## src/design/slc_pkg.sv

```systemverilog
// Shared types and constants for the sprite line compositor.
// No dependencies; the CSR interface, sprite store, line buffer and top level refer to it by scoped names.
package slc_pkg;

   localparam int TILE_PIXELS = 8;
   localparam int ROW_BITS    = 2 * TILE_PIXELS;
   localparam int CSR_IDX_W   = 8;

   localparam logic [CSR_IDX_W-1:0] CSR_OBJECTS_ENABLED = 8'd0;
   localparam logic [CSR_IDX_W-1:0] CSR_PALETTE_ZERO    = 8'd1;
   localparam logic [CSR_IDX_W-1:0] CSR_PALETTE_ONE     = 8'd2;

   typedef struct packed {
      logic [7:0] sprite_x;
      logic       mirror_x;
      logic       palette_pick;
      logic       behind_flag;
      logic [7:0] plane_low;
      logic [7:0] plane_high;
   } sprite_type;

   typedef struct packed {
      logic rd_en;
      logic wr_en;
      logic clear;
   } buf_ctl_type;

   typedef enum logic [2:0] {
      ST_IDLE,
      ST_SCAN,
      ST_DRAW_RD,
      ST_DRAW_WR,
      ST_EMIT_RD,
      ST_EMIT_LOAD,
      ST_EMIT_WAIT
   } state_type;

endpackage

```

## src/design/slc_req_if.sv

```systemverilog
// Input channel of the sprite line compositor: one sprite and/or line end per transfer.
// Independent of the package.
interface slc_req_if;
   logic       valid;
   logic       ready;
   logic       object_present;
   logic [7:0] sprite_x;
   logic       mirror_x;
   logic       palette_pick;
   logic       behind_flag;
   logic [7:0] plane_low;
   logic [7:0] plane_high;
   logic       line_end;

   modport source (output valid, object_present, sprite_x, mirror_x, palette_pick,
                   behind_flag, plane_low, plane_high, line_end, input ready);
   modport sink   (input valid, object_present, sprite_x, mirror_x, palette_pick,
                   behind_flag, plane_low, plane_high, line_end, output ready);
endinterface

```

## src/design/slc_rsp_if.sv

```systemverilog
// Result channel of the sprite line compositor: one group of eight pixels per transfer.
// Independent of the package.
interface slc_rsp_if;
   logic        valid;
   logic        ready;
   logic [4:0]  group_index;
   logic [15:0] group_pixels;
   logic        group_last;

   modport source (output valid, group_index, group_pixels, group_last, input ready);
   modport sink   (input valid, group_index, group_pixels, group_last, output ready);
endinterface

```

## src/design/slc_csr_if.sv

```systemverilog
// Register write channel of the sprite line compositor.
// Uses slc_pkg for the index width.
interface slc_csr_if;
   logic                          valid;
   logic                          ready;
   logic [slc_pkg::CSR_IDX_W-1:0] index;
   logic [7:0]                    data;

   modport source (output valid, index, data, input ready);
   modport sink   (input valid, index, data, output ready);
endinterface

```

## src/design/slc_sprite_store.sv

```systemverilog
// Sprite store: one write port, one registered read port.
// Uses slc_pkg::sprite_type.
module slc_sprite_store #(
   parameter int DEPTH = 10,
   parameter int AW    = 4
) (
   input  logic                clock,
   input  logic                wr_en,
   input  logic [AW-1:0]       wr_addr,
   input  slc_pkg::sprite_type wr_data,
   input  logic                rd_en,
   input  logic [AW-1:0]       rd_addr,
   output slc_pkg::sprite_type rd_data
);

   slc_pkg::sprite_type mem [DEPTH];
   slc_pkg::sprite_type rd_data_ff;

   always_ff @(posedge clock) begin
      if (wr_en) begin
         mem[wr_addr] <= wr_data;
      end
   end

   always_ff @(posedge clock) begin
      if (rd_en) begin
         rd_data_ff <= mem[rd_addr];
      end
   end

   assign rd_data = rd_data_ff;

endmodule

```

## src/design/slc_line_buffer.sv

```systemverilog
// Line buffer: rows of eight 2-bit pixels, registered read, per-row valid bits.
// Invalid rows read as zero; clear drops all valid bits at once. Uses slc_pkg.
module slc_line_buffer #(
   parameter int ROWS = 20,
   parameter int RA_W = 5
) (
   input  logic                          clock,
   input  logic                          reset,
   input  slc_pkg::buf_ctl_type          ctl,
   input  logic [RA_W-1:0]               addr,
   input  logic [slc_pkg::ROW_BITS-1:0]  wr_data,
   output logic [slc_pkg::ROW_BITS-1:0]  rd_data
);

   logic [slc_pkg::ROW_BITS-1:0] mem [ROWS];
   logic [ROWS-1:0]              row_valid_ff;
   logic [ROWS-1:0]              row_valid_in;
   logic [slc_pkg::ROW_BITS-1:0] rd_raw_ff;
   logic                         rd_ok_ff;

   always_comb begin
      row_valid_in = row_valid_ff;
      if (ctl.clear) begin
         row_valid_in = '0;
      end else if (ctl.wr_en) begin
         row_valid_in[addr] = 1'b1;
      end
   end

   always_ff @(posedge clock) begin
      if (reset) begin
         row_valid_ff <= '0;
      end else begin
         row_valid_ff <= row_valid_in;
      end
   end

   always_ff @(posedge clock) begin
      if (ctl.wr_en) begin
         mem[addr] <= wr_data;
      end
      if (ctl.rd_en) begin
         rd_raw_ff <= mem[addr];
         rd_ok_ff  <= row_valid_ff[addr];
      end
   end

   assign rd_data = rd_ok_ff ? rd_raw_ff : '0;

endmodule

```

## src/design/sprite_line_compositor.sv

```systemverilog
// Sprite line compositor, top level: input sequencing, draw-order scan, pixel
// draw and group emission. Uses slc_pkg, the channel interfaces, the sprite store
// and the line buffer.
//
// Usage: each req transfer may load one sprite (object_present) into the store and
// may end the line (line_end). A sprite beyond MAX_SPRITES in one line is dropped.
// A transfer without line_end produces nothing. On line_end the stored sprites are
// drawn in descending sprite_x order (earlier loaded first on equal x) by one shared
// key compare: each sprite costs a scan over the store plus eight read-modify-write
// pixel steps (a hidden sprite skips the pixel steps), and a final scan ends the
// pass. With objects disabled no drawing is done. The line then leaves on rsp as
// (LINE_WIDTH+7)/8 groups, one at a time; a stalled receiver holds the group in the
// output register and the block waits. req_ready is low from line_end until the
// cycle after the last group transfers; the buffer and sprite count are then cleared.
// csr writes are always taken (csr_ready high). Reset (synchronous) clears the
// control registers, the sprite count and the line buffer valid bits; the store and
// the payload registers are not cleared.
module sprite_line_compositor #(
   parameter int MAX_SPRITES = 10,
   parameter int LINE_WIDTH  = 160,
   parameter int X_OFFSET    = 8
) (
   input logic      clock,
   input logic      reset,
   slc_req_if.sink  req_if,
   slc_rsp_if.source rsp_if,
   slc_csr_if.sink  csr_if
);

   localparam int ROWS  = (LINE_WIDTH + slc_pkg::TILE_PIXELS - 1) / slc_pkg::TILE_PIXELS;
   localparam int RA_W  = (ROWS > 1) ? $clog2(ROWS) : 1;
   localparam int SA_W  = (MAX_SPRITES > 1) ? $clog2(MAX_SPRITES) : 1;
   localparam int CNT_W = $clog2(MAX_SPRITES + 1);
   localparam int KEY_W = 8 + SA_W;
   localparam int POS_W = 10;

   slc_pkg::state_type state_ff, state_in;

   logic             enabled_ff;
   logic [7:0]       pal0_ff, pal1_ff;
   logic [CNT_W-1:0] count_ff, count_in;
   logic [CNT_W-1:0] scan_ff, scan_in;
   logic             rd_vld_ff, rd_vld_in;
   logic [SA_W-1:0]  rd_idx_ff;
   logic [KEY_W-1:0] last_key_ff, best_key_ff;
   logic             have_last_ff, best_found_ff;
   slc_pkg::sprite_type best_ff;
   logic [2:0]       t_ff;
   logic [RA_W-1:0]  grp_ff;

   logic             rsp_valid_ff;
   logic [4:0]       rsp_index_ff;
   logic [15:0]      rsp_pixels_ff;
   logic             rsp_last_ff;

   logic                 accept;
   logic                 store_wr;
   slc_pkg::sprite_type  store_wdata, store_rdata;
   logic                 store_rd;
   slc_pkg::buf_ctl_type buf_ctl;
   logic [RA_W-1:0]      buf_addr;
   logic [15:0]          buf_wdata, buf_rdata;

   logic [KEY_W-1:0] cand_key;
   logic             cand_take;
   logic             scan_done;
   logic             hidden;
   logic [POS_W-1:0] pos_raw, pos;
   logic             on_line;
   logic [2:0]       sh;
   logic [1:0]       pix_idx, colour, cur;
   logic [7:0]       pal;
   logic [3:0]       shamt;
   logic             pix_write;
   logic             grp_last;

   assign accept   = req_if.valid && req_if.ready;
   assign store_wr = accept && req_if.object_present && (count_ff < CNT_W'(MAX_SPRITES));
   assign store_wdata = '{sprite_x:     req_if.sprite_x,
                          mirror_x:     req_if.mirror_x,
                          palette_pick: req_if.palette_pick,
                          behind_flag:  req_if.behind_flag,
                          plane_low:    req_if.plane_low,
                          plane_high:   req_if.plane_high};

   // draw-order key: larger x first, lower store index first on ties
   assign cand_key  = {~store_rdata.sprite_x, rd_idx_ff};
   assign cand_take = rd_vld_ff && (!have_last_ff || cand_key > last_key_ff)
                      && (!best_found_ff || cand_key < best_key_ff);
   assign scan_done = (scan_ff == count_ff) && !rd_vld_ff;
   assign hidden    = (best_ff.sprite_x == 8'd0)
                      || ({2'b00, best_ff.sprite_x} >= POS_W'(LINE_WIDTH + X_OFFSET));

   assign pos_raw = {2'b00, best_ff.sprite_x} + {7'd0, t_ff};
   assign pos     = pos_raw - POS_W'(X_OFFSET);
   assign on_line = (pos_raw >= POS_W'(X_OFFSET)) && (pos < POS_W'(LINE_WIDTH));
   assign sh      = best_ff.mirror_x ? t_ff : 3'd7 - t_ff;
   assign pix_idx = {best_ff.plane_high[sh], best_ff.plane_low[sh]};
   assign pal     = best_ff.palette_pick ? pal1_ff : pal0_ff;
   assign colour  = 2'(pal >> {pix_idx, 1'b0});
   assign shamt   = {3'd7 - pos[2:0], 1'b0};
   assign cur     = 2'(buf_rdata >> shamt);
   assign pix_write = on_line && (pix_idx != 2'd0) && !(best_ff.behind_flag && cur != 2'd0);
   assign buf_wdata = (buf_rdata & ~(16'h3 << shamt)) | ({14'd0, colour} << shamt);
   assign grp_last  = (grp_ff == RA_W'(ROWS - 1));

   // next state
   always_comb begin
      state_in = state_ff;
      case (state_ff)
         slc_pkg::ST_IDLE: begin
            if (accept && req_if.line_end) begin
               state_in = enabled_ff ? slc_pkg::ST_SCAN : slc_pkg::ST_EMIT_RD;
            end
         end
         slc_pkg::ST_SCAN: begin
            if (scan_done) begin
               if (!best_found_ff) begin
                  state_in = slc_pkg::ST_EMIT_RD;
               end else if (!hidden) begin
                  state_in = slc_pkg::ST_DRAW_RD;
               end
            end
         end
         slc_pkg::ST_DRAW_RD: state_in = slc_pkg::ST_DRAW_WR;
         slc_pkg::ST_DRAW_WR: begin
            state_in = (t_ff == 3'd7) ? slc_pkg::ST_SCAN : slc_pkg::ST_DRAW_RD;
         end
         slc_pkg::ST_EMIT_RD: state_in = slc_pkg::ST_EMIT_LOAD;
         slc_pkg::ST_EMIT_LOAD: state_in = slc_pkg::ST_EMIT_WAIT;
         slc_pkg::ST_EMIT_WAIT: begin
            if (rsp_if.ready) begin
               state_in = rsp_last_ff ? slc_pkg::ST_IDLE : slc_pkg::ST_EMIT_RD;
            end
         end
         default: state_in = slc_pkg::ST_IDLE;
      endcase
   end

   // outputs of the sequencer
   always_comb begin
      store_rd  = 1'b0;
      rd_vld_in = 1'b0;
      scan_in   = scan_ff;
      buf_ctl   = '0;
      buf_addr  = grp_ff;
      count_in  = count_ff;
      if (store_wr) begin
         count_in = count_ff + CNT_W'(1);
      end
      case (state_ff)
         slc_pkg::ST_SCAN: begin
            if (scan_ff != count_ff) begin
               store_rd  = 1'b1;
               rd_vld_in = 1'b1;
               scan_in   = scan_ff + CNT_W'(1);
            end else if (scan_done) begin
               scan_in = '0;
            end
         end
         slc_pkg::ST_DRAW_RD: begin
            buf_ctl.rd_en = 1'b1;
            buf_addr      = pos[3 +: RA_W];
         end
         slc_pkg::ST_DRAW_WR: begin
            buf_ctl.wr_en = pix_write;
            buf_addr      = pos[3 +: RA_W];
         end
         slc_pkg::ST_EMIT_RD: buf_ctl.rd_en = 1'b1;
         slc_pkg::ST_EMIT_WAIT: begin
            if (rsp_if.ready && rsp_last_ff) begin
               buf_ctl.clear = 1'b1;
               count_in      = '0;
            end
         end
         default: ;
      endcase
   end

   always_ff @(posedge clock) begin
      if (reset) begin
         state_ff     <= slc_pkg::ST_IDLE;
         enabled_ff   <= 1'b0;
         pal0_ff      <= '0;
         pal1_ff      <= '0;
         count_ff     <= '0;
         scan_ff      <= '0;
         rd_vld_ff    <= 1'b0;
         have_last_ff <= 1'b0;
         best_found_ff <= 1'b0;
         t_ff         <= '0;
         grp_ff       <= '0;
         rsp_valid_ff <= 1'b0;
      end else begin
         state_ff  <= state_in;
         count_ff  <= count_in;
         scan_ff   <= scan_in;
         rd_vld_ff <= rd_vld_in;
         if (csr_if.valid) begin
            case (csr_if.index)
               slc_pkg::CSR_OBJECTS_ENABLED: enabled_ff <= csr_if.data[0];
               slc_pkg::CSR_PALETTE_ZERO:    pal0_ff    <= csr_if.data;
               slc_pkg::CSR_PALETTE_ONE:     pal1_ff    <= csr_if.data;
               default: ;
            endcase
         end
         if (state_ff == slc_pkg::ST_IDLE) begin
            have_last_ff  <= 1'b0;
            best_found_ff <= 1'b0;
            grp_ff        <= '0;
         end
         if (state_ff == slc_pkg::ST_SCAN) begin
            if (cand_take) begin
               best_found_ff <= 1'b1;
            end
            if (scan_done && best_found_ff) begin
               have_last_ff  <= 1'b1;
               best_found_ff <= 1'b0;
               t_ff          <= '0;
            end
         end
         if (state_ff == slc_pkg::ST_DRAW_WR) begin
            t_ff <= t_ff + 3'd1;
         end
         if (state_ff == slc_pkg::ST_EMIT_LOAD) begin
            rsp_valid_ff <= 1'b1;
         end
         if (state_ff == slc_pkg::ST_EMIT_WAIT && rsp_if.ready) begin
            rsp_valid_ff <= 1'b0;
            if (!rsp_last_ff) begin
               grp_ff <= grp_ff + RA_W'(1);
            end
         end
      end
   end

   // payload registers; the index tracks the returning store read
   always_ff @(posedge clock) begin
      rd_idx_ff <= scan_ff[SA_W-1:0];
      if (state_ff == slc_pkg::ST_SCAN && cand_take) begin
         best_key_ff <= cand_key;
         best_ff     <= store_rdata;
      end
      if (state_ff == slc_pkg::ST_SCAN && scan_done && best_found_ff) begin
         last_key_ff <= best_key_ff;
      end
      if (state_ff == slc_pkg::ST_EMIT_LOAD) begin
         rsp_index_ff  <= 5'(grp_ff);
         rsp_pixels_ff <= buf_rdata;
         rsp_last_ff   <= grp_last;
      end
   end

   slc_sprite_store #(
      .DEPTH (MAX_SPRITES),
      .AW    (SA_W)
   ) u_store (
      .clock   (clock),
      .wr_en   (store_wr),
      .wr_addr (count_ff[SA_W-1:0]),
      .wr_data (store_wdata),
      .rd_en   (store_rd),
      .rd_addr (scan_ff[SA_W-1:0]),
      .rd_data (store_rdata)
   );

   slc_line_buffer #(
      .ROWS (ROWS),
      .RA_W (RA_W)
   ) u_buf (
      .clock   (clock),
      .reset   (reset),
      .ctl     (buf_ctl),
      .addr    (buf_addr),
      .wr_data (buf_wdata),
      .rd_data (buf_rdata)
   );

   assign req_if.ready        = (state_ff == slc_pkg::ST_IDLE);
   assign csr_if.ready        = 1'b1;
   assign rsp_if.valid        = rsp_valid_ff;
   assign rsp_if.group_index  = rsp_index_ff;
   assign rsp_if.group_pixels = rsp_pixels_ff;
   assign rsp_if.group_last   = rsp_last_ff;

endmodule

```

## src/flat_wrapper.sv

```systemverilog
// flat-port wrapper written by rule: the top's interface ports become plain ports
module sprite_line_compositor_flat 
#(
   parameter int MAX_SPRITES = 10,
   parameter int LINE_WIDTH  = 160,
   parameter int X_OFFSET    = 8
)
  (clock, reset, req_if_valid, req_if_object_present, req_if_sprite_x, req_if_mirror_x, req_if_palette_pick, req_if_behind_flag, req_if_plane_low, req_if_plane_high, req_if_line_end, req_if_ready, rsp_if_valid, rsp_if_group_index, rsp_if_group_pixels, rsp_if_group_last, rsp_if_ready, csr_if_valid, csr_if_index, csr_if_data, csr_if_ready);
  slc_req_if req_if_i ();
  slc_rsp_if rsp_if_i ();
  slc_csr_if csr_if_i ();
  input logic clock;
  input logic reset;
  input wire logic [$bits(req_if_i.valid)-1:0] req_if_valid;
  input wire logic [$bits(req_if_i.object_present)-1:0] req_if_object_present;
  input wire logic [$bits(req_if_i.sprite_x)-1:0] req_if_sprite_x;
  input wire logic [$bits(req_if_i.mirror_x)-1:0] req_if_mirror_x;
  input wire logic [$bits(req_if_i.palette_pick)-1:0] req_if_palette_pick;
  input wire logic [$bits(req_if_i.behind_flag)-1:0] req_if_behind_flag;
  input wire logic [$bits(req_if_i.plane_low)-1:0] req_if_plane_low;
  input wire logic [$bits(req_if_i.plane_high)-1:0] req_if_plane_high;
  input wire logic [$bits(req_if_i.line_end)-1:0] req_if_line_end;
  output wire logic [$bits(req_if_i.ready)-1:0] req_if_ready;
  output wire logic [$bits(rsp_if_i.valid)-1:0] rsp_if_valid;
  output wire logic [$bits(rsp_if_i.group_index)-1:0] rsp_if_group_index;
  output wire logic [$bits(rsp_if_i.group_pixels)-1:0] rsp_if_group_pixels;
  output wire logic [$bits(rsp_if_i.group_last)-1:0] rsp_if_group_last;
  input wire logic [$bits(rsp_if_i.ready)-1:0] rsp_if_ready;
  input wire logic [$bits(csr_if_i.valid)-1:0] csr_if_valid;
  input wire logic [$bits(csr_if_i.index)-1:0] csr_if_index;
  input wire logic [$bits(csr_if_i.data)-1:0] csr_if_data;
  output wire logic [$bits(csr_if_i.ready)-1:0] csr_if_ready;
  assign req_if_i.valid = req_if_valid;
  assign req_if_i.object_present = req_if_object_present;
  assign req_if_i.sprite_x = req_if_sprite_x;
  assign req_if_i.mirror_x = req_if_mirror_x;
  assign req_if_i.palette_pick = req_if_palette_pick;
  assign req_if_i.behind_flag = req_if_behind_flag;
  assign req_if_i.plane_low = req_if_plane_low;
  assign req_if_i.plane_high = req_if_plane_high;
  assign req_if_i.line_end = req_if_line_end;
  assign req_if_ready = req_if_i.ready;
  assign rsp_if_valid = rsp_if_i.valid;
  assign rsp_if_group_index = rsp_if_i.group_index;
  assign rsp_if_group_pixels = rsp_if_i.group_pixels;
  assign rsp_if_group_last = rsp_if_i.group_last;
  assign rsp_if_i.ready = rsp_if_ready;
  assign csr_if_i.valid = csr_if_valid;
  assign csr_if_i.index = csr_if_index;
  assign csr_if_i.data = csr_if_data;
  assign csr_if_ready = csr_if_i.ready;
  sprite_line_compositor #(.MAX_SPRITES(MAX_SPRITES), .LINE_WIDTH(LINE_WIDTH), .X_OFFSET(X_OFFSET)) u_core (.clock(clock), .reset(reset), .req_if(req_if_i), .rsp_if(rsp_if_i), .csr_if(csr_if_i));
endmodule
```

## config.mk

```make
export PLATFORM = sky130hd
export DESIGN_NAME = sprite_line_compositor_flat
export DESIGN_NICKNAME = d
export VERILOG_FILES = /design/src/design/slc_pkg.sv /design/src/design/slc_req_if.sv /design/src/design/slc_rsp_if.sv /design/src/design/slc_csr_if.sv /design/src/design/slc_sprite_store.sv /design/src/design/slc_line_buffer.sv /design/src/design/sprite_line_compositor.sv /design/src/flat_wrapper.sv
export SDC_FILE = /design/constraint.sdc
export NUM_CORES = 1
export LEC_CHECK = 0
export BUFFER_PORTS_ARGS = -buffer_cell sky130_fd_sc_hd__buf_2
export CORE_ASPECT_RATIO = 0.75
export CORE_MARGIN = 2
export CORE_UTILIZATION = 62
export CTS_CLUSTER_DIAMETER = 60
export DETAILED_ROUTE_END_ITERATION = 10
export PLACE_DENSITY = 0.79
export SLEW_MARGIN = 30
export SYNTH_ARGS = -nofsm -noshare
export SYNTH_HDL_FRONTEND = slang
export SYNTH_SLANG_ARGS = --single-unit
```

## constraint.sdc

```tcl
create_clock -name clock -period 6.1 [get_ports clock]
set_clock_uncertainty 0.15 [all_clocks]
set_input_delay 0 -clock clock [delete_from_list [all_inputs] [get_ports clock]]
set_output_delay 0 -clock clock [all_outputs]
set_load 0.01 [all_outputs]
```

==> flow_summary.yaml, run 1 <==
run_status:
  run_status: "finished, final reports clean"
sta:
  totalNegativeSetupSlack_ns: 0
  report.final.setup_viol: 0
  report.final.slew_viol_count: 0
  slew_headroom_pct: 39.6
  hold_ws_ns: 0.0591
  hold_viol: 0
  fin_crit_ns: 4.81
  worstMarginPinSlew_ns: 0.902
  maxClockFrequency_mhz: 208
  layout_worst_path_cycle_share_pct: 78.8
  rsz0062_at_grt: "false"
floorplan:
  floorplan_core_area_sq_mm: 0.0499
  die_area_sq_mm: 0.0521
  boundaryPins: 75
  die_w_um: 263
  die-height_um: 198
  placementRows: 71
  floorplan.initialDensity_pct: 62.5
cts:
  h-tree-depth: 3
  post_cts_hold_buffer_count: 58
  cts_tree: "built"
  clock_path_buffers: 3
  clock_latency_reported_for_the_late_side_of_the_worst_skew_pair_ns: 0.62
  clkTransAtPathRegs_ns: 0.06
  cts_root_buffer: "sky130_fd_sc_hd__clkbuf_16"
  clock-sinks: 771
  post_cts_resized: 0
  cts_inserted_buffers: 70
  postCtsSetupRepairBufs: 0
power:
  p_leak_nw: 11.7
  power_density_mw_per_mm2: 305
  vdd_drop_max_v: 0.000248
layout:
  post_route_cells_drive_above_1_share_pct: 22.6
  flow.area_growth_from_synthesis_pct: 13.1
  final-seq-area_sq_mm: 0.0225
  antenna-diode-count: 0
  layout.nets: 1990
  multiInputGateArea_sq_mm: 0.00828
  filler_cell_count: 2943
worst_setup_path:
  rrSetupSlack_ns: 1.29
  worstPathRequired_ns: 6.25
  cpPeakStageDelay_ns: 0.61
  crit_buf_inv: 2
  worstSetupPathType: "reg2reg"
  crit_path_start_kind: "flop"
  worstPathCellList: "ha_1, inv_1, fa_1, nor2b_4, o21ai_0, xor2_1, ha_1, xnor3_1, o21ai_4, nand3_1, nor3_2, buf_4"
  setup.worst_path.start: "u_core.t_ff[0]"
  critical-path-top-cell-by-count: "sky130_fd_sc_hd__ha_1"
  cp-end-kind: "flop"
  worst_ep_arrival_time_ns: 4.96
  path_delay_family: "adder cells"
  critical-path-slowest-cell: "sky130_fd_sc_hd__dfxtp_1"
  worst-path-max-fanout: 18
  worst_r2r_startpoint: "u_core.t_ff[0]"
placement:
  gp_congestion: 0.955
  placement.io_buffers: 73
  total_half_perimeter_wirelength_after_legalization_and_detailed_placement_um: 40900
worst_hold_path:
  min-delay-path-class: "in2reg"
  worst_hold_startpoint: "csr_if_data[7]"
global_routing:
  first_global_vias: 17000
  groute.usage.overall_pct: 26.9
  global_route.overflow_total: 0
  pin_count_of_the_biggest_net_entering_global_routing: 65
  grt_antenna_before_repair: 2
  global_route_wire_length_before_repair_um: 105000
yosys:
  synthDistinctLibCells: 74
  mappedNetlistNets: 1833
  dominantRegCellSynth: "sky130_fd_sc_hd__edfxtp_1"
  mappedNetlistArea_sq_mm: 0.0312
  synth_most_common_cell: "sky130_fd_sc_hd__edfxtp_1"
  synthTopCellsByCount: "707 x sky130_fd_sc_hd__edfxtp_1, 138 x sky130_fd_sc_hd__mux4_2, 82 x sky130_fd_sc_hd__nand2_1"
  postSynthAreaPerCell_sq_um: 17.9
  synthDominantCellAreaShare_pct: 68.1
  yosysWarnings: 0
  number_of_enable_type_register_cells_in_the_synthesized_netlist: 707
  syn-instance-count: 1747
  share_of_synthesized_registers_carrying_an_async_set_or_reset_pct: 0
  synthDominantAreaCellType: "sky130_fd_sc_hd__edfxtp_1"
  synth_sequential_area_ratio_pct: 72.2
  number_of_storage_elements_in_the_synthesis_netlist: 771
  ys_top_cells_by_area: "sky130_fd_sc_hd__edfxtp_1 68%, sky130_fd_sc_hd__mux4_2 10%, sky130_fd_sc_hd__dfxtp_1 4.1%"
route:
  detailroute.via_count: 17300
  wire_length_per_cell_um: 26.5
  top_layer: "met4"
  drc_errors: 0
  drt_initial_violations: 2096
  antenna_violating_nets_left: 0
  number_of_detailed_route_iterations_in_the_first_pass: 8
  met2_length_um: 31900
  viasPerCell: 6.62
  met3_length_um: 7590
  postRouteWirelength_um: 69300
  met1Wirelength_um: 28100
flow_run:
  timing.max_cap.violations: 0
-- kinds of logic (layout without fill, tap and decap cells) --
group | count (synthesis) | in the layout | synth area share [%]
multiplexers | 225 | 225 | 13.3
AO/OA/AOI/OAI | 194 | 194 | 4.32
AND/OR/NAND/NOR | 357 | 357 | 5.94
buffers and inverters | 147 | 358 | 2.31
XOR/XNOR | 16 | 16 | 0.517
adder cells (fa/ha/maj) | 36 | 36 | 1.47
flip-flops | 771 | 771 | 72.2
other | 1 | 1 | 0.0120
-- worst paths after layout --
kind	cells after the start	endpoint
max	12	u_core.u_buf.mem[12][13]
min reg2reg	0	u_core.best_ff[1]
max reg2reg	12	u_core.u_buf.mem[12][13]
min	4	u_core.pal0_ff[7]
-- placed cells by master, fill, tap and decap left out, types with 7 or more instances in the layout --
cell	Yosys	final
sky130_fd_sc_hd__inv_1	48	48
sky130_fd_sc_hd__clkinv_2	0	12
sky130_fd_sc_hd__mux2i_1	60	56
sky130_fd_sc_hd__and2_1	18	18
sky130_fd_sc_hd__a21o_1	9	9
sky130_fd_sc_hd__clkbuf_1	41	12
sky130_fd_sc_hd__edfxtp_1	707	707
sky130_fd_sc_hd__ha_1	35	35
sky130_fd_sc_hd__dfxtp_1	64	60
sky130_fd_sc_hd__nor3_1	32	16
sky130_fd_sc_hd__mux4_1	7	7
sky130_fd_sc_hd__buf_2	24	73
sky130_fd_sc_hd__a211oi_1	42	41
sky130_fd_sc_hd__nor2b_1	32	32
sky130_fd_sc_hd__o21ai_0	12	12
sky130_fd_sc_hd__nand2_1	82	82
sky130_fd_sc_hd__a21oi_1	55	54
sky130_fd_sc_hd__xor2_1	9	9
sky130_fd_sc_hd__mux2_2	18	18
sky130_fd_sc_hd__buf_4	8	53
sky130_fd_sc_hd__clkbuf_16	0	70
sky130_fd_sc_hd__nor2_1	59	56
sky130_fd_sc_hd__dlygate4sd3_1	0	58
sky130_fd_sc_hd__and3_1	11	11
sky130_fd_sc_hd__nand3_1	34	34
sky130_fd_sc_hd__o31ai_1	23	23
sky130_fd_sc_hd__nand4_1	54	54
sky130_fd_sc_hd__o21ai_4	0	11
sky130_fd_sc_hd__clkinv_1	0	19
sky130_fd_sc_hd__nor3_2	0	16
sky130_fd_sc_hd__mux4_2	138	138
-- report_power, final --
group	switching [mW]	internal, mW
logic	0.395	0.210
clock network	1.90	2.30
registers	0.0561	5.90
-- stage by stage --
stage               cell area [sq um]  std cells  total power, mW  util, %  setup slack [ns]
floorplan                       31200       1747             6.37        -              1.08
global placement                32500       2431             6.59     65.0              1.52
detailed placement              32500       2431             6.62     65.1              1.40
CTS                             35200       2615             10.8     70.6              1.34
global route                    35300       2615             11.0     70.7              1.03
finish                          35300       2615             10.8     70.7              1.29
-- layer usage --
layer / GRT usage (%) / up-vias
li1: - / 7330
met2: 40.7 / 1049
met1: 39.7 / 8759
met5: 0 / -
met3: 6.74 / 162
met4: 7.47 / 0
-- layout make-up --
| type | count | share of cell area (%) |
|---|---|---|
| clock buffer | 82 | 5.09 |
| tap | 657 | 2.33 |
| sequential | 771 | 63.8 |
| timing repair buffer | 184 | 3.81 |
| inverter | 48 | 0.510 |
| multi-input combinational | 829 | 23.4 |
| clock inverter | 44 | 1.02 |
-- flip-flops by register name, summed over array words and instances (netlist names), 3 cells and up --
name / count
u_core.u_buf.mem: 320
u_core.u_store.mem: 270
u_core.best_ff: 27
u_core.u_store.rd_data: 27
u_core.u_buf.row_valid_ff: 20
u_core.rsp_if.group_pixels: 16
u_core.u_buf.rd_raw_ff: 16
u_core.best_key_ff: 12
u_core.last_key_ff: 12
u_core.pal0_ff: 8
u_core.pal1_ff: 8
u_core.grp_ff: 5
u_core.rsp_if.group_index: 5
u_core.count_ff: 4
u_core.rd_idx_ff: 4
u_core.scan_ff: 4
u_core.state_ff: 3
u_core.t_ff: 3
-- worst reg2reg max path, stage by stage (launching register included) --
cell and delay (ns):
sky130_fd_sc_hd__dfxtp_1 0.61, sky130_fd_sc_hd__ha_1 0.28, sky130_fd_sc_hd__inv_1 0.07, sky130_fd_sc_hd__fa_1 0.52, sky130_fd_sc_hd__nor2b_4 0.20, sky130_fd_sc_hd__o21ai_0 0.11, sky130_fd_sc_hd__xor2_1 0.16, sky130_fd_sc_hd__ha_1 0.30
sky130_fd_sc_hd__xnor3_1 0.51, sky130_fd_sc_hd__o21ai_4 0.57, sky130_fd_sc_hd__nand3_1 0.34, sky130_fd_sc_hd__nor3_2 0.37, sky130_fd_sc_hd__buf_4 0.30
Power figures use the tool's default switching activity.
==> inputs of run 2 (changes only) <==
--- a/config.mk
+++ b/config.mk
@@ -8,10 +8,10 @@
 export BUFFER_PORTS_ARGS = -buffer_cell sky130_fd_sc_hd__buf_2
 export CORE_ASPECT_RATIO = 0.75
 export CORE_MARGIN = 2
-export CORE_UTILIZATION = 62
+export CORE_UTILIZATION = 56
 export CTS_CLUSTER_DIAMETER = 60
 export DETAILED_ROUTE_END_ITERATION = 10
-export PLACE_DENSITY = 0.79
+export PLACE_DENSITY = 0.75
 export SLEW_MARGIN = 30
 export SYNTH_ARGS = -nofsm -noshare
 export SYNTH_HDL_FRONTEND = slang
==> constraint.sdc (replaced) <==
create_clock -name clock -period 4.1 [get_ports clock]
set_clock_uncertainty 0.15 [all_clocks]
set_input_delay 0 -clock clock [delete_from_list [all_inputs] [get_ports clock]]
set_output_delay 0 -clock clock [all_outputs]
set_load 0.01 [all_outputs]
==> run 2 against run 1 <==
Net effect: utilization fell by 5.0 points; critical path type unchanged; critical endpoint is now u_core.u_buf.mem[12][7]; largest cell class unchanged; flip-flop and latch count did not move; die area up 11%.
==> flow_summary.yaml, run 2 (synthesis gave the netlist of run 1 again) <==
global_routing:
  global_route_wire_length_before_repair_um: 101000
  grt_antenna_before_repair: 4
  global_route.overflow_total: 0
  first_global_vias: 16800
  pin_count_of_the_biggest_net_entering_global_routing: 59
  groute.usage.overall_pct: 23.3
worst_setup_path:
  worstPathRequired_ns: 4.25
  cp-end-kind: "flop"
  critical-path-slowest-cell: "sky130_fd_sc_hd__xnor3_1"
  worst_r2r_startpoint: "u_core.best_ff[19]"
  path_delay_family: "adder cells"
  worstSetupPathType: "reg2reg"
  worst-path-max-fanout: 16
  worst_ep_arrival_time_ns: 3.99
  setup.worst_path.start: "u_core.best_ff[19]"
  crit_buf_inv: 3
  worstPathCellList: "ha_1, inv_1, fa_2, nor2b_4, o21ai_0, xor2_1, ha_2, xnor3_1, o21ai_4, buf_4, nand3_2, nor3_4, buf_12"
  crit_path_start_kind: "flop"
  rrSetupSlack_ns: 0.26
  cpPeakStageDelay_ns: 0.48
route:
  postRouteWirelength_um: 66500
  viasPerCell: 6.21
  antenna_violating_nets_left: 0
  drt_initial_violations: 1839
  number_of_detailed_route_iterations_in_the_first_pass: 6
  wire_length_per_cell_um: 24.4
  detailroute.via_count: 16900
  drc_errors: 0
cts:
  cts_tree: "built"
  clkTransAtPathRegs_ns: 0.06
  clock_latency_reported_for_the_late_side_of_the_worst_skew_pair_ns: 0.61
  cts_root_buffer: "sky130_fd_sc_hd__clkbuf_16"
  h-tree-depth: 3
  clock_path_buffers: 3
  clock-sinks: 771
  cts_inserted_buffers: 72
placement:
  gp_congestion: 0.875
  placement.io_buffers: 73
  total_half_perimeter_wirelength_after_legalization_and_detailed_placement_um: 41100
sta:
  hold_ws_ns: 0.0585
  hold_viol: 0
  layout_worst_path_cycle_share_pct: 93.7
  totalNegativeSetupSlack_ns: 0
  report.final.slew_viol_count: 0
  report.final.setup_viol: 0
  slew_headroom_pct: 49.0
  rsz0062_at_grt: "false"
  worstMarginPinSlew_ns: 0.765
  maxClockFrequency_mhz: 260
  fin_crit_ns: 3.84
floorplan:
  floorplan_core_area_sq_mm: 0.0547
  die_area_sq_mm: 0.0576
  placementRows: 74
  die-height_um: 208
  floorplan.initialDensity_pct: 57.0
  die_w_um: 277
  boundaryPins: 75
worst_hold_path:
  worst_hold_startpoint: "csr_if_index[6]"
  min-delay-path-class: "in2reg"
run_status:
  run_status: "finished, final reports clean"
power:
  power.internal_mw: 12.8
  switching_share_pct: 20.9
  p_leak_nw: 12.0
  power_density_mw_per_mm2: 449
  power.clock.fraction_pct: 39.8
  power_switching_mw: 3.39
  vdd_drop_max_v: 0.000282
  p_seq_share_pct: 54.7
  gate_power_share_pct: 5.5
  total_power_mw: 16.2
layout:
  post_route_cells_drive_above_1_share_pct: 24.0
  register_with_the_highest_flop_count: "u_core.u_buf.mem"
  layout_top_registers: "u_core.u_buf.mem: 320 flops, u_core.u_store.mem: 270 flops"
  flow.area_growth_from_synthesis_pct: 15.3
  layout.cells.most_common_list: "707 x sky130_fd_sc_hd__edfxtp_1, 138 x sky130_fd_sc_hd__mux4_2, 82 x sky130_fd_sc_hd__nand2_1"
  layout.nets: 2034
  largest_register_ff_count: 320
  mostFrequentLayoutCell: "sky130_fd_sc_hd__edfxtp_1"
flow_run:
  timing.max_cap.violations: 0
[run 2: cell count changes in the layout (fill, tap and decap cells not counted), sizes merged]
cell and delta:
buf +47, clkinv -5, clkbuf +12, diode +1
inv -4, dlygate4sd3 -5, clkinvlp +1
[run 2: worst paths after layout]
check | end | cells after the start
worst max-delay path | u_core.u_buf.mem[12][7] | 13
worst max register to register | u_core.u_buf.mem[12][7] | 13
worst min register to register | u_core.best_ff[16] | 0
worst min-delay path | u_core.pal0_ff[6] | 5
[run 2: routing by layer]
layer  wire, um  part of all wire, %  GRT usage [%]
met1      29100                   44           35.4
met3       6350                  9.5           6.12
met4       1220                  1.8           6.14
met2      29800                   45           33.7
met5         13                0.020              0
[run 2: through the flow]
step / util (%) / instances / cell area [sq um] / worst slack (ns)
final: 65.7 / 2727 / 36000 / 0.259
after global routing: 65.7 / 2727 / 36000 / 0.0254
after CTS: 65.7 / 2724 / 35900 / 0.0266
after detailed placement: 60.6 / 2541 / 33100 / 0.0517
after global placement: 60.5 / 2541 / 33100 / 0.141
after floorplan: - / 1747 / 31300 / -0.809
[run 2: timing repair]
action / 4_1_cts / 5_1_grt
gates resized for setup: 0 / 4
endpoints found under the hold margin: 309 / 0
hold buffers: 53 / 0
setup endpoints to repair: 0 / 268
setup buffers: 0 / 2
[run 2: worst min-delay path: stages]
cell and delay [ns]:
sky130_fd_sc_hd__buf_2 0.08, sky130_fd_sc_hd__nor4b_1 0.05, sky130_fd_sc_hd__nand4b_1 0.42, sky130_fd_sc_hd__mux2i_1 0.14, sky130_fd_sc_hd__nor2_1 0.07
[run 2: final cells by class]
class	instances	area, sq um
flip-flops and latches	771	22500
multi-input cells	829	8200
repair buffers	226	1900
diodes	1	2.50
inverters	48	180
clock inverters	36	285
fillers	3498	18700
clock buffers	94	1990
well taps	722	903
[run 2: power by group through the flow]
| stage | clock, mW | sequential (mW) | combinational (mW) |
|---|---|---|---|
| 2_1_floorplan | 0 | 8.98 | 0.506 |
| 3_3_place_gp | 0 | 9.00 | 0.810 |
| 3_5_place_dp | 0 | 9.01 | 0.839 |
| 4_1_cts | 6.55 | 8.84 | 0.888 |
| 5_1_grt | 6.83 | 8.84 | 0.971 |
| 6_report | 6.43 | 8.84 | 0.895 |
